<file path="src/obrc_ram.sv">
// generic single write port ram with registered read
module obrc_ram #(
	parameter int WIDTH = 32,
	parameter int DEPTH = 2
) (
	input  logic                                   clk,
	input  logic                                   we,
	input  logic [((DEPTH > 1) ? $clog2(DEPTH) : 1)-1:0] waddr,
	input  logic [WIDTH-1:0]                       wdata,
	input  logic [((DEPTH > 1) ? $clog2(DEPTH) : 1)-1:0] raddr,
	output logic [WIDTH-1:0]                       rdata
);

	logic [WIDTH-1:0] mem_q [DEPTH];

	always_ff @(posedge clk) begin
		if (we) begin
			mem_q[waddr] <= wdata;
		end
		rdata <= mem_q[raddr];
	end

endmodule

</file>
<file path="config.mk">
export PLATFORM = sky130hd
export DESIGN_NAME = obrc_ram
export DESIGN_NICKNAME = d
export VERILOG_FILES = /design/src/obrc_ram.sv
export SDC_FILE = /design/constraint.sdc
export NUM_CORES = 1
export LEC_CHECK = 0
export ABC_CLOCK_PERIOD_IN_PS = 5600
export BUFFER_PORTS_ARGS = -buffer_cell sky130_fd_sc_hd__clkbuf_2
export CELL_PAD_IN_SITES_DETAIL_PLACEMENT = 0
export CELL_PAD_IN_SITES_GLOBAL_PLACEMENT = 1
export CORE_UTILIZATION = 49
export CTS_CLUSTER_SIZE = 14
export DETAILED_ROUTE_END_ITERATION = 7
export GPL_TIMING_DRIVEN = 0
export HOLD_SLACK_MARGIN = 0.05
export PLACE_DENSITY = 0.79
export SETUP_SLACK_MARGIN = 0.4
export SYNTH_ARGS = -nofsm -noshare
export SYNTH_HDL_FRONTEND = slang
export SYNTH_SLANG_ARGS = --single-unit
</file>
<file path="constraint.sdc">
create_clock -name clk -period 5.6 [get_ports clk]
set_input_delay 1.12 -clock clk [delete_from_list [all_inputs] [get_ports clk]]
set_output_delay 1.12 -clock clk [all_outputs]
set_load 0.05 [all_outputs]
</file>
== Yosys cells after proc, flatten, opt, wreduce, memory -nomap -nowiden ==
Memories as Yosys holds them, arrays and structs flattened. A register that Yosys moved wholly into a read port is not among the register bits.
Cells that the tools add are included.

* Register bits after elaboration: 0
* RAM bits: 64
* Bits of input ports: 36
* Memories kept: 1

* Mux-type cells: 2

{| class="wikitable"
|+ Memories
! name !! depth !! bits a word !! rd ports !! clocked after memory_dff !! wr ports !! line !! text
|-
| mem_q || 2 || 32 || 1 || 1 || 1 || 14 || <nowiki>logic [WIDTH-1:0] mem_q [DEPTH];</nowiki>
|}

{| class="wikitable"
|+ Operators by type and width
! kind !! number
|-
| $mux W1 || 2
|}

== Depth between registers and ports, before layout ==
* Depth after elaboration: 2
* Mapped depth: 3

== Least setup slack after synthesis ==
OpenSTA, ideal clock, no wires.

* Kind: input to register
* Start point: input waddr
* End point: memory mem_q[0][0] (enable)
* Library setup time: 425 ps
* Arrival: 2572 ps
* Setup slack: 2602 ps
* Stages on the path: 1
* Buffers on the path: 0
* Path through: nor2b_1

{| class="wikitable"
|+ RTL lines
! what !! line !! text
|-
| from (decl) || 8 || <nowiki>input logic [((DEPTH > 1) ? $clog2(DEPTH) : 1)-1:0] waddr,</nowiki>
|-
| to (decl) || 14 ||
|}

No word-level cell before the write port.

== Worst setup path after layout ==
* Start point: register rdata[30], read port of mem_q
* End point: output rdata[30]

{| class="wikitable"
|+ RTL lines
! what !! line !! text
|-
| from (decl) || 11 || <nowiki>output logic [WIDTH-1:0] rdata</nowiki>
|}

No word-level cell between the ends.

==> impl_metrics.py <==
metrics = {
    "clock_tree": {
        "ctsResizeCount": 0,
        "cts_sinks": 96,
        "clock-root-buffer": "clkbuf_8",
        "cts_buffers": 9,
        "cts_hold_buf": 0,
        "cts_tree": "yes",
        "cts_buffer_depth": 2,
        "clkTransAtPathRegs_ps": 80,
        "post-cts-setup-buffer-count": 0,
        "htreeDepth": 3,
        "clk_latency_ps": 340,
    },
    "grt": {
        "grt_start_max_net_pins": 33,
        "antenna_found_initial": 0,
        "grt-ovfl-total": 0,
        "grtUsageTotal": 0.135,
        "grt_pass1_vias": 1367,
        "grt_pass1_wl_um": 6180,
    },
    "timing": {
        "max_slew_margin": 0.365,
        "worst_pin_slew_ps": 951,
        "setup_violations": 0,
        "fin_crit_ps": 2080,
        "rsz0062_at_grt": "false",
        "min_period_over_period": 0.371,
        "timing.fmax_mhz": 481,
        "hold_viol_final": 0,
        "skew_ps": 4.29,
        "setup_tns_ps": 0,
        "slew_viol_final": 0,
    },
    "critical_path": {
        "crit_type": "flop to primary output",
        "critPathMaxFanout": 1,
        "crit_path_start_kind": "flop",
        "crit_buf_inv": 1,
        "crit_chain": "clkbuf_2",
        "worstPathArrival_ps": 960,
        "crit_path_max_incr_delay_ps": 340,
        "critPathTopFamily": "flip-flops",
        "cp_slowest_cell": "dfxtp_1",
        "critPathCaptureType": "primary output",
        "cp_data_required_time_ps": 4480,
    },
    "yosys": {
        "synth_nets": 170,
        "ys_ff_latch": 96,
        "ys_seq_area_frac": 0.822,
        "syn_area_per_cell_um2": 23.3,
        "synthCells": 134,
        "ys_warn_count": 0,
        "synthesis.area_um2": 3120,
        "ys_types": 8,
    },
    "drt": {
        "drc": 0,
        "routed_wirelength_um": 4190,
        "drtPass1Iterations": 3,
        "vias": 1388,
        "vias_per_cell": 4.75,
        "drtIter0Drc": 27,
        "wl_per_cell_um": 14.3,
        "ant_nets": 0,
    },
    "floorplanning": {
        "die_area_um2": 6690,
        "core-area_um2": 6030,
        "chipWidth_um": 81.8,
        "start_util": 0.518,
        "ios": 68,
        "die_y_um": 81.8,
        "num_rows": 28,
    },
    "place": {
        "place.gp.congestion": 0.618,
        "place_hpwl_um": 2800,
        "io_buffers": 66,
    },
    "cells_and_area": {
        "drive_gt1_frac": 0.548,
        "num-nets-final": 248,
        "areaGrowthSynthToFinish_pct": 22.5,
        "antenna_cells": 0,
        "fill_cells": 446,
    },
    "power_and_ir_drop": {
        "fin_total_pwr_mw": 1.52,
        "ir_drop_mv": 0.211,
        "total_leakage_power_nw": 1.58,
        "p_per_area_nw_per_um2": 397,
    },
    "flow_run": {
        "maxCapViolCount": 0,
    },
    "min_path": {
        "min_path_type": "flop to flop",
    },
    "status": {
        "status": "completed",
    },
}
## metal layers
| metal | up-vias | GRT usage | part of all wire |
|---|---|---|---|
| met2 | 48 | 0.231 | 0.52 |
| met4 | 0 | 0.0895 | 0.025 |
| li1 | 658 | - | - |
| met3 | 12 | 0.0400 | 0.054 |
| met1 | 670 | 0.142 | 0.40 |
| met5 | - | 0 | 0 |
## where the power goes
group | internal (mW) | switching, mW
Clock | 0.306 | 0.216
Combinational | 0.0592 | 0.110
Sequential | 0.811 | 0.0141
## final timing paths
check | end | slack [ps] | cells past startpoint | start
worst max-delay path | rdata[30] | 3520 | 1 | rdata[30]
worst min-delay path | rdata[20] | 480 | 1 | mem_q[0][20]
worst max register to register | rdata[29] | 4820 | 1 | mem_q[1][29]
worst min register to register | rdata[20] | 480 | 1 | mem_q[0][20]
## state kept, by name, summed over array words and instances (netlist names)
register	flops
mem_q	64
rdata	32
## logic make-up after synthesis
| kind of cell | after synthesis | share of synthesized area |
|---|---|---|
| muxes | 32 | 0.152 |
| DFF | 96 | 0.821 |
| and+or+nand+nor | 2 | 0.00401 |
| buffers and inverters | 4 | 0.0229 |
## stage by stage
stage          utilization  instance area [um2]  std cells  hold slack, ps  worst slack [ps]
5_1_grt              0.634                 3820        292             485              3490
2_1_floorplan            -                 3120        134             448              2600
3_3_place_gp         0.588                 3540        275             454              1820
3_5_place_dp         0.594                 3580        276             458              3150
6_report             0.634                 3820        292             475              3520
4_1_cts              0.634                 3820        292             478              3510
## cell usage in the layout (no fill, tap or decap), types with 2 or more instances in the layout
master	netlist	routed
buf_12	3	3
clkbuf_8	0	10
clkbuf_2	0	66
mux2_4	30	30
bufinv_16	0	3
dfxtp_1	32	32
mux2_2	2	2
edfxtp_1	64	64
## synthesized netlist by cell type
cell type | number | area [um2]
mux2_4 | 30 | 450
edfxtp_1 | 64 | 1920
nor2b_1 | 1 | 6.26
buf_12 | 3 | 60.1
mux2_2 | 2 | 22.5
dfxtp_1 | 32 | 641
and2_1 | 1 | 6.26
buf_6 | 1 | 11.3
## area by class of cell
| type | count | area, um2 | share of cell area |
|---|---|---|---|
| clock buffer | 10 | 138 | 0.0360 |
| timing repair buffer | 67 | 358 | 0.0936 |
| tap | 75 | 93.8 | 0.0245 |
| sequential | 96 | 2560 | 0.670 |
| buffer | 4 | 71.3 | 0.0187 |
| clock inverter | 6 | 106 | 0.0278 |
| multi-input combinational | 34 | 493 | 0.129 |
Power figures use the tool's default switching activity.
