## config.mk

```make
export PLATFORM = sky130hd
export DESIGN_NAME = obrc_ctrl
export DESIGN_NICKNAME = d
export VERILOG_FILES = /design/src/obrc_pkg.sv /design/src/obrc_ctrl.sv
export SDC_FILE = /design/constraint.sdc
export NUM_CORES = 1
export LEC_CHECK = 0
export BUFFER_PORTS_ARGS = -buffer_cell sky130_fd_sc_hd__buf_2
export CORE_MARGIN = 3
export CORE_UTILIZATION = 35
export CTS_BUF_LIST = sky130_fd_sc_hd__clkbuf_4
export DETAILED_ROUTE_END_ITERATION = 16
export PLACE_DENSITY = 0.69
export SYNTH_ARGS = -nofsm -noshare
export SYNTH_HDL_FRONTEND = slang
export SYNTH_SLANG_ARGS = --single-unit
export TNS_END_PERCENT = 30
```

## constraint.sdc

```tcl
create_clock -name clk -period 5.5 [get_ports clk]
set_input_delay 1.1 -clock clk [delete_from_list [all_inputs] [get_ports clk]]
set_output_delay 1.1 -clock clk [all_outputs]
set_load 0.1 [all_outputs]
```

## src/obrc_pkg.sv

```systemverilog
// shared constants, types and codes for the occupancy bitmap with rank counts
package obrc_pkg;

	localparam int NODE_SIDE   = 16;
	localparam int MAX_NODES   = 256;
	localparam int NODE_WORDS  = (NODE_SIDE * NODE_SIDE * NODE_SIDE) / 32;
	localparam int TOTAL_WORDS = MAX_NODES * NODE_WORDS;
	localparam int NODE_BITS   = NODE_WORDS * 32;

	localparam int ADDR_W  = (TOTAL_WORDS > 1) ? $clog2(TOTAL_WORDS) : 1;
	localparam int NODE_AW = (MAX_NODES > 1) ? $clog2(MAX_NODES) : 1;
	localparam int WORD_AW = (NODE_WORDS > 1) ? $clog2(NODE_WORDS) : 1;
	localparam int CNT_W   = 13;

	localparam logic [31:0] NODE_WORDS_V = 32'(NODE_WORDS);
	localparam logic [31:0] MAX_NODES_V  = 32'(MAX_NODES);
	localparam logic [31:0] NODE_BITS_V  = 32'(NODE_BITS);
	localparam logic [ADDR_W-1:0]  LAST_ADDR = ADDR_W'(TOTAL_WORDS - 1);
	localparam logic [WORD_AW-1:0] LAST_WORD = WORD_AW'(NODE_WORDS - 1);

	typedef enum logic [1:0] {
		OP_SET   = 2'd0,
		OP_QUERY = 2'd1,
		OP_CLEAR = 2'd2
	} opcode_t;

	typedef enum logic [2:0] {
		ST_INIT,
		ST_IDLE,
		ST_READ,
		ST_EVAL,
		ST_WALK,
		ST_ZERO,
		ST_DONE
	} state_t;

	typedef struct packed {
		logic [1:0]  opcode;
		logic [7:0]  node_index;
		logic [11:0] bit_index;
	} cmd_t;

	typedef struct packed {
		logic              was_set;
		logic [31:0]       word_bits;
		logic [CNT_W-1:0]  prefix_count;
		logic [CNT_W-1:0]  child_count;
	} rsp_t;

	typedef struct packed {
		logic              we;
		logic [ADDR_W-1:0] waddr;
		logic [31:0]       wdata;
		logic [ADDR_W-1:0] raddr;
	} bm_req_t;

	typedef struct packed {
		logic              we;
		logic [ADDR_W-1:0] waddr;
		logic [CNT_W-1:0]  wdata;
		logic [ADDR_W-1:0] raddr;
	} pf_req_t;

	typedef struct packed {
		logic               we;
		logic [NODE_AW-1:0] waddr;
		logic [CNT_W-1:0]   wdata;
		logic [NODE_AW-1:0] raddr;
	} cc_req_t;

endpackage

```

## src/obrc_ctrl.sv

```systemverilog
// sequencer with the shared count incrementer for set, query and clear
module obrc_ctrl (
	input  logic                         clk,
	input  logic                         arst_n,
	input  logic                         start,
	input  obrc_pkg::cmd_t               cmd,
	output logic                         busy,
	output logic                         done,
	output obrc_pkg::rsp_t               result,
	output obrc_pkg::bm_req_t            bm_req,
	output obrc_pkg::pf_req_t            pf_req,
	output obrc_pkg::cc_req_t            cc_req,
	input  logic [31:0]                  bm_rdata,
	input  logic [obrc_pkg::CNT_W-1:0]   pf_rdata,
	input  logic [obrc_pkg::CNT_W-1:0]   cc_rdata
);

	obrc_pkg::state_t state_q, state_d;

	logic [obrc_pkg::ADDR_W-1:0]  init_addr_q, init_addr_d;
	logic                         pend_q, pend_d;
	logic [obrc_pkg::ADDR_W-1:0]  rd_addr_q, rd_addr_d;
	logic [obrc_pkg::ADDR_W-1:0]  wr_addr_q, wr_addr_d;
	logic [obrc_pkg::WORD_AW-1:0] remain_q, remain_d;
	logic [obrc_pkg::ADDR_W-1:0]  idx_q, base_q;
	logic [obrc_pkg::NODE_AW-1:0] node_q;
	logic [4:0]                   pos_q;
	obrc_pkg::opcode_t            op_q;
	obrc_pkg::rsp_t               res_q, res_d;

	logic                         accept;
	logic                         op_ok, item_ok;
	logic [6:0]                   word_in;
	logic [31:0]                  base_full, idx_full, later_full;
	logic [obrc_pkg::CNT_W-1:0]   inc_in, inc_out;
	logic                         old_bit;
	logic [31:0]                  set_word;

	assign accept  = start && !busy;
	assign word_in = cmd.bit_index[11:5];
	assign op_ok   = (cmd.opcode == obrc_pkg::OP_SET) || (cmd.opcode == obrc_pkg::OP_QUERY)
		|| (cmd.opcode == obrc_pkg::OP_CLEAR);
	assign item_ok = op_ok && ({24'd0, cmd.node_index} < obrc_pkg::MAX_NODES_V)
		&& ({20'd0, cmd.bit_index} < obrc_pkg::NODE_BITS_V);

	assign base_full  = 32'(cmd.node_index) * obrc_pkg::NODE_WORDS_V;
	assign idx_full   = base_full + 32'(word_in);
	assign later_full = obrc_pkg::NODE_WORDS_V - 32'(word_in) - 32'd1;

	// one incrementer serves the child count and every prefix count
	assign inc_in  = (state_q == obrc_pkg::ST_EVAL) ? cc_rdata : pf_rdata;
	assign inc_out = inc_in + obrc_pkg::CNT_W'(1);

	assign old_bit  = bm_rdata[pos_q];
	assign set_word = bm_rdata | (32'd1 << pos_q);

	assign busy   = (state_q != obrc_pkg::ST_IDLE);
	assign done   = (state_q == obrc_pkg::ST_DONE);
	assign result = res_q;

	always_ff @(posedge clk or negedge arst_n) begin
		if (!arst_n) begin
			state_q     <= obrc_pkg::ST_INIT;
			init_addr_q <= '0;
			pend_q      <= 1'b0;
		end else begin
			state_q     <= state_d;
			init_addr_q <= init_addr_d;
			pend_q      <= pend_d;
		end
	end

	always_ff @(posedge clk) begin
		rd_addr_q <= rd_addr_d;
		wr_addr_q <= wr_addr_d;
		remain_q  <= remain_d;
		res_q     <= res_d;
		if (accept) begin
			idx_q  <= obrc_pkg::ADDR_W'(idx_full);
			base_q <= obrc_pkg::ADDR_W'(base_full);
			node_q <= obrc_pkg::NODE_AW'(32'(cmd.node_index));
			pos_q  <= cmd.bit_index[4:0];
			op_q   <= obrc_pkg::opcode_t'(cmd.opcode);
		end
	end

	always_comb begin
		state_d     = state_q;
		init_addr_d = init_addr_q;
		pend_d      = pend_q;
		rd_addr_d   = rd_addr_q;
		wr_addr_d   = wr_addr_q;
		remain_d    = remain_q;
		res_d       = res_q;
		bm_req       = '0;
		pf_req       = '0;
		cc_req       = '0;
		bm_req.raddr = idx_q;
		pf_req.raddr = idx_q;
		cc_req.raddr = node_q;
		case (state_q)
			obrc_pkg::ST_INIT: begin
				// clearing pass over every word, child counts ride along
				bm_req.we    = 1'b1;
				bm_req.waddr = init_addr_q;
				pf_req.we    = 1'b1;
				pf_req.waddr = init_addr_q;
				cc_req.we    = (32'(init_addr_q) < obrc_pkg::MAX_NODES_V);
				cc_req.waddr = obrc_pkg::NODE_AW'(init_addr_q);
				if (init_addr_q == obrc_pkg::LAST_ADDR) begin
					state_d = obrc_pkg::ST_IDLE;
				end else begin
					init_addr_d = init_addr_q + obrc_pkg::ADDR_W'(1);
				end
			end
			obrc_pkg::ST_IDLE: begin
				if (start) begin
					remain_d = obrc_pkg::WORD_AW'(later_full);
					if (item_ok) begin
						state_d = obrc_pkg::ST_READ;
					end else begin
						res_d   = '0;
						state_d = obrc_pkg::ST_DONE;
					end
				end
			end
			obrc_pkg::ST_READ: begin
				state_d = obrc_pkg::ST_EVAL;
			end
			obrc_pkg::ST_EVAL: begin
				res_d.was_set      = old_bit;
				res_d.word_bits    = bm_rdata;
				res_d.prefix_count = pf_rdata;
				res_d.child_count  = cc_rdata;
				rd_addr_d          = idx_q + obrc_pkg::ADDR_W'(1);
				pend_d             = 1'b0;
				state_d            = obrc_pkg::ST_DONE;
				case (op_q)
					obrc_pkg::OP_SET: begin
						if (!old_bit) begin
							bm_req.we         = 1'b1;
							bm_req.waddr      = idx_q;
							bm_req.wdata      = set_word;
							cc_req.we         = 1'b1;
							cc_req.waddr      = node_q;
							cc_req.wdata      = inc_out;
							res_d.word_bits   = set_word;
							res_d.child_count = inc_out;
							state_d           = obrc_pkg::ST_WALK;
						end
					end
					obrc_pkg::OP_CLEAR: begin
						cc_req.we          = 1'b1;
						cc_req.waddr       = node_q;
						res_d.word_bits    = '0;
						res_d.prefix_count = '0;
						res_d.child_count  = '0;
						rd_addr_d          = base_q;
						remain_d           = obrc_pkg::LAST_WORD;
						state_d            = obrc_pkg::ST_ZERO;
					end
					default: begin
						state_d = obrc_pkg::ST_DONE;
					end
				endcase
			end
			obrc_pkg::ST_WALK: begin
				// read the next later word while writing back the one read last cycle
				pf_req.raddr = rd_addr_q;
				if (pend_q) begin
					pf_req.we    = 1'b1;
					pf_req.waddr = wr_addr_q;
					pf_req.wdata = inc_out;
				end
				if (remain_q != '0) begin
					wr_addr_d = rd_addr_q;
					rd_addr_d = rd_addr_q + obrc_pkg::ADDR_W'(1);
					remain_d  = remain_q - obrc_pkg::WORD_AW'(1);
					pend_d    = 1'b1;
				end else begin
					pend_d  = 1'b0;
					state_d = obrc_pkg::ST_DONE;
				end
			end
			obrc_pkg::ST_ZERO: begin
				bm_req.we    = 1'b1;
				bm_req.waddr = rd_addr_q;
				pf_req.we    = 1'b1;
				pf_req.waddr = rd_addr_q;
				if (remain_q == '0) begin
					state_d = obrc_pkg::ST_DONE;
				end else begin
					rd_addr_d = rd_addr_q + obrc_pkg::ADDR_W'(1);
					remain_d  = remain_q - obrc_pkg::WORD_AW'(1);
				end
			end
			obrc_pkg::ST_DONE: begin
				state_d = obrc_pkg::ST_IDLE;
			end
			default: begin
				state_d = obrc_pkg::ST_IDLE;
			end
		endcase
	end

	a_done_single: assert property (@(posedge clk) disable iff (!arst_n)
		done |=> !done)
		else $error("result strobe held for more than one cycle");

	a_accept_busy: assert property (@(posedge clk) disable iff (!arst_n)
		accept |=> busy)
		else $error("accepted word did not make the block busy");

	a_walk_no_bitmap: assert property (@(posedge clk) disable iff (!arst_n)
		(state_q == obrc_pkg::ST_WALK) |-> !bm_req.we)
		else $error("bitmap written during prefix walk");

	a_zero_writes: assert property (@(posedge clk) disable iff (!arst_n)
		(state_q == obrc_pkg::ST_ZERO) |-> (bm_req.we && pf_req.we && bm_req.wdata == '0
			&& pf_req.wdata == '0))
		else $error("node clear sweep skipped a zero write");

	a_walk_in_node: assert property (@(posedge clk) disable iff (!arst_n)
		(state_q == obrc_pkg::ST_WALK && pend_q) |-> (wr_addr_q > idx_q))
		else $error("prefix walk touched a word at or before the set word");

endmodule

```

# Yosys cells after proc, flatten, opt, wreduce, memory -nomap -nowiden
# Index checks and enable logic that the tools add are counted.
# Widths: inputs -> output; s select.
dict set report op_classes {
  eq_ne 19
  reduce_logical 19
  n_addsub 8
  n_bitwise 2
  shifts 1
  muxes 42
  order_cmp 2
}
# operator count
set ops {}
lappend ops {{$mux 59} 2}
lappend ops {{$pmux 59 s2} 1}
lappend ops {{$mux 48} 2}
lappend ops {{$pmux 16 s3} 2}
lappend ops {{$mux 13} 5}
lappend ops {{$mux 32} 2}
lappend ops {{$pmux 32 s2} 1}
lappend ops {{$add 15x1->15 const B} 3}
lappend ops {{$mux 15} 3}
lappend ops {{$pmux 15 s3} 1}
lappend ops {{$pmux 9 s2} 2}
lappend ops {{$or 32x32->32} 1}
lappend ops {{$shl 1x5->32 const A} 1}
lappend ops {{$mux 29} 1}
lappend ops {{$mux 28} 1}
lappend ops {{$mux 7} 4}
lappend ops {{$pmux 7 s4} 1}
lappend ops {{$pmux 13 s2} 1}
lappend ops {{$mux 22} 1}
lappend ops {{$pmux 3 s6} 1}
lappend ops {{$add 15x7->15} 1}
lappend ops {{$eq 15x15->1 const B} 1}
lappend ops {{$lt 15x9->1 const B} 1}
lappend ops {{$mux 3} 5}
lappend ops {{other kinds (33)} 49}
dict set report totals {
  elab_cells 107
  regBits 145
}

# Longest topological paths before layout
dict set report depth {
  depth_word 6
  mapped_depth 14
  mapped_depth_nobuf 10
}

# Worst setup path after synthesis
# No wires, ideal clock.
dict set report synth_path {
  path_type {input-to-output}
  start {in bm_rdata[3]}
  end {out cc_req[11] (netlist name)}
  t_required_ns 4.400
  cell_stages 6
  setup_slack_ns -0.843
  n_path_buf 1
  arrival_ns 5.243
  path_cell_list {mux4_2 -> mux2_4 -> o31ai_4 -> nor2_2 -> buf_2 -> nor4_1}
}
# item line_no
set synth_lines {}
lappend synth_lines {{from (decl)} obrc_ctrl.sv:13} ;# input logic [31:0] bm_rdata,
lappend synth_lines {{to (decl)} obrc_ctrl.sv:12} ;# output obrc_pkg::cc_req_t cc_req,

==> flow_summary.ini <==
[clock_tree]
root_buffer = clkbuf_4
hold_buffers = 0
h-tree-depth = 4
clock_path_buffers = 2
cts_setup_buffers = 0
cts_sinks = 137
cts_made_buffers = 17
clkTransAtPathRegs_ns = 0.12
clk_latency_ns = 0.57
cts_resized = 0
cts_tree = yes

[yosys]
yosys.area_share.adder_pct = 0.896
synthMuxAreaShare_pct = 4.30
synth_compound_area_share_pct = 14.2
synth-edff-count = 118
netlist_area_um2 = 8370
ys_warn_count = 0
seq_area_frac_synth_pct = 48.0
synth.avg_cell_area_um2 = 9.67
ys_ff_latch = 137
netlist_instances = 866
synth_top_family_by_area = simple AND/OR/NAND/NOR gates
synth-simple-area-share_pct = 21.2
async_flop_share_pct = 13.9
yosys.area_share.xor_xnor_pct = 6.59
ys.flop_type = edfxtp_1
synth_cell_type_count = 61
synth_fp_nets = 955

[timing]
fmax_ghz = 0.196
worst_pin_slew_ns = 1.17
max_slew_margin_pct = 21.1
fin_crit_sh_pct = 92.9
whs_ns = 0.449
clock_skew_ns = 0.0169
fin_crit_ns = 5.11
hold_viol_final = 0
finalSetupViolCount = 0
fin_tns_setup_ns = 0
rsz0062_at_grt = no
slew_viol_final = 0

[power_and_ir_drop]
clock_power_share_pct = 10.5
switching_share_pct = 61.6
p_int_uw = 2660
pwr_density_cell_nw_per_um2 = 669
p_seq_share_pct = 28.1
p_switching_uw = 4260
leakage_uw = 0.00446
peakVddDrop_v = 0.000469
comb_power_share_pct = 61.3

[run]
maxCapViolCount = 0

[floorplanning]
chipWidth_um = 161
fp.coreArea_um2 = 23100
io_pins = 281
initial_core_util_pct = 36.3
rows = 55
die-area_um2 = 25800
die_h_um = 161

[global_route]
grt_usage_pct = 21.1
antenna_found_initial = 3
grt_pass1_wl_um = 43100
grt_pass1_vias = 7442
grt_overflow_total = 0
grt_max_degree = 47

[worst_setup_path]
slowest_stage = edfxtp_1
reg2regPathDepth = 9
critPathMaxFanout = 20
r2r_end = result[12]
critPathKind = reg -> out
max_stage_delay_ns = 0.93
rrSetupSlack_ns = 2.22
arrival_ns = 4.01
reg2reg_from = state_q[1]
crit_family = simple AND/OR/NAND/NOR gates
cp.required_ns = 4.40
crit_path_end_kind = output port
path_cells = mux4_2 > or3_1 > nand4_1 > nor3_1 > nor3_2 > a22o_1 > buf_2
path_buf_inv = 1
startpoint_type = flip-flop

[final_layout]
final_core_util_pct = 44.8
final_nets = 1202
final_cell_mix = buf_2, edfxtp_1, nor2_1
final_common_cell = buf_2
syn2layout_area_growth_pct = 23.4
drive_above_1_share_pct = 32.1
layout.cells.non_filler = 1442
final_area_um2 = 10300

[hold_path]
hp-class = in -> async

[place]
hpwlAfterDp_um = 21100
place_congestion = 0.918
place_area_um2 = 10000
dp.cells = 1407
io_buffers = 280

[routing]
antenna_left = 0
totalWireLength_um = 28300
via_count = 7951
wl_per_cell_um = 19.6
drt_pass1_iterations = 5
drt_iter0_drc = 661
route.detailed.drc = 0
routed_via_density = 5.51

[run_status]
status = finished clean
[synthesized netlist by cell type, types with 8 or more instances]
cell type	instances	area (um^2)
a22oi_1	8	60.1
or3_1	8	50.1
nand4_1	13	81.3
and2_1	10	62.6
nor2b_1	10	62.6
a21oi_1	40	200
o21ai_0	34	170
nand2_1	73	274
nor3_1	15	75.1
a31oi_1	43	269
clkbuf_1	48	180
and3_1	27	169
nor2_1	116	435
mux2_2	8	90.1
inv_1	24	90.1
dfrtp_1	19	475
mux2i_1	12	120
edfxtp_1	118	3540
nor4_1	13	81.3
buf_4	11	82.6
xor2_1	19	166
nand3_1	30	150
a221o_1	14	140
xnor2_1	44	385
[flip-flops by register name, summed over array words and instances, names as in the netlist]
signal	flops
rd_addr_q	15
op_q	2
wr_addr_q	15
remain_q	7
pend_q	1
init_addr_q	15
state_q	3
pos_q	5
result	59
idx_q	15
[power by group through the flow]
stage               Combinational (uW)  Sequential (uW)  Clock, uW
global placement                  4220             1950          0
finish                            4240             1950        728
CTS                               4250             1940        739
global route                      4420             1990        782
floorplan                         2410             3020          0
detailed placement                4240             1960          0
[per-layer routing]
| layer | wire, um | vias to the layer above | global-route usage (%) | share of wire (%) |
|---|---|---|---|---|
| met5 | 0 | - | 0 | 0 |
| met4 | 722 | 0 | 7.22 | 2.5 |
| met3 | 2310 | 48 | 4.75 | 8.1 |
| met2 | 13400 | 385 | 33.6 | 47 |
| met1 | 11900 | 3841 | 28.5 | 42 |
| li1 | - | 3677 | - | - |
[kinds of logic after synthesis]
kind of cell / Yosys count
buffers and inverters: 94
flip-flops: 137
XOR/XNOR: 63
multiplexers: 27
AND/OR/NAND/NOR: 358
adder cells (fa/ha/maj): 6
AO/OA/AOI/OAI: 181
[area by class of cell]
| cell class | count | area [um^2] |
|---|---|---|
| Clock buffer | 18 | 135 |
| Sequential cell | 137 | 4020 |
| Fill cell | 2233 | 12700 |
| Multi-Input combinational cell | 635 | 3980 |
| Tap cell | 313 | 392 |
| Clock inverter | 14 | 173 |
| Timing Repair Buffer | 298 | 1540 |
| Inverter | 24 | 90.1 |
| Antenna cell | 3 | 7.51 |
[worst max path at each step]
| stage | startpoint | end | cells after the start |
|---|---|---|---|
| 5_1_grt | pos_q[0] | cc_req[28] | 7 |
| 2_1_floorplan | bm_rdata[3] | cc_req[11] | 6 |
| 3_5_place_dp | bm_rdata[19] | cc_req[28] | 8 |
| 3_3_place_gp | bm_rdata[23] | cc_req[28] | 8 |
| 6_report | pos_q[0] | cc_req[28] | 7 |
| 4_1_cts | pos_q[0] | cc_req[28] | 7 |
[per-stage QoR]
| stage | worst slack (ns) | power (uW) |
|---|---|---|
| after floorplan | -0.843 | 5440 |
| after global placement | 0.817 | 6170 |
| after detailed placement | 0.789 | 6200 |
| after CTS | 0.306 | 6920 |
| after global routing | 0.0711 | 7190 |
| final | 0.390 | 6920 |
[worst register-to-register path: cells and delay by family (launching register included)]
kind,cells,cell delay (ns)
xor gates and xnor gates,1,0.29
AOI/OAI and AO/OA,3,0.80
adders and majority gates,1,0.34
and+or+nand+nor,4,1.01
DFF,1,0.63
(Power assumes the default switching activity.)
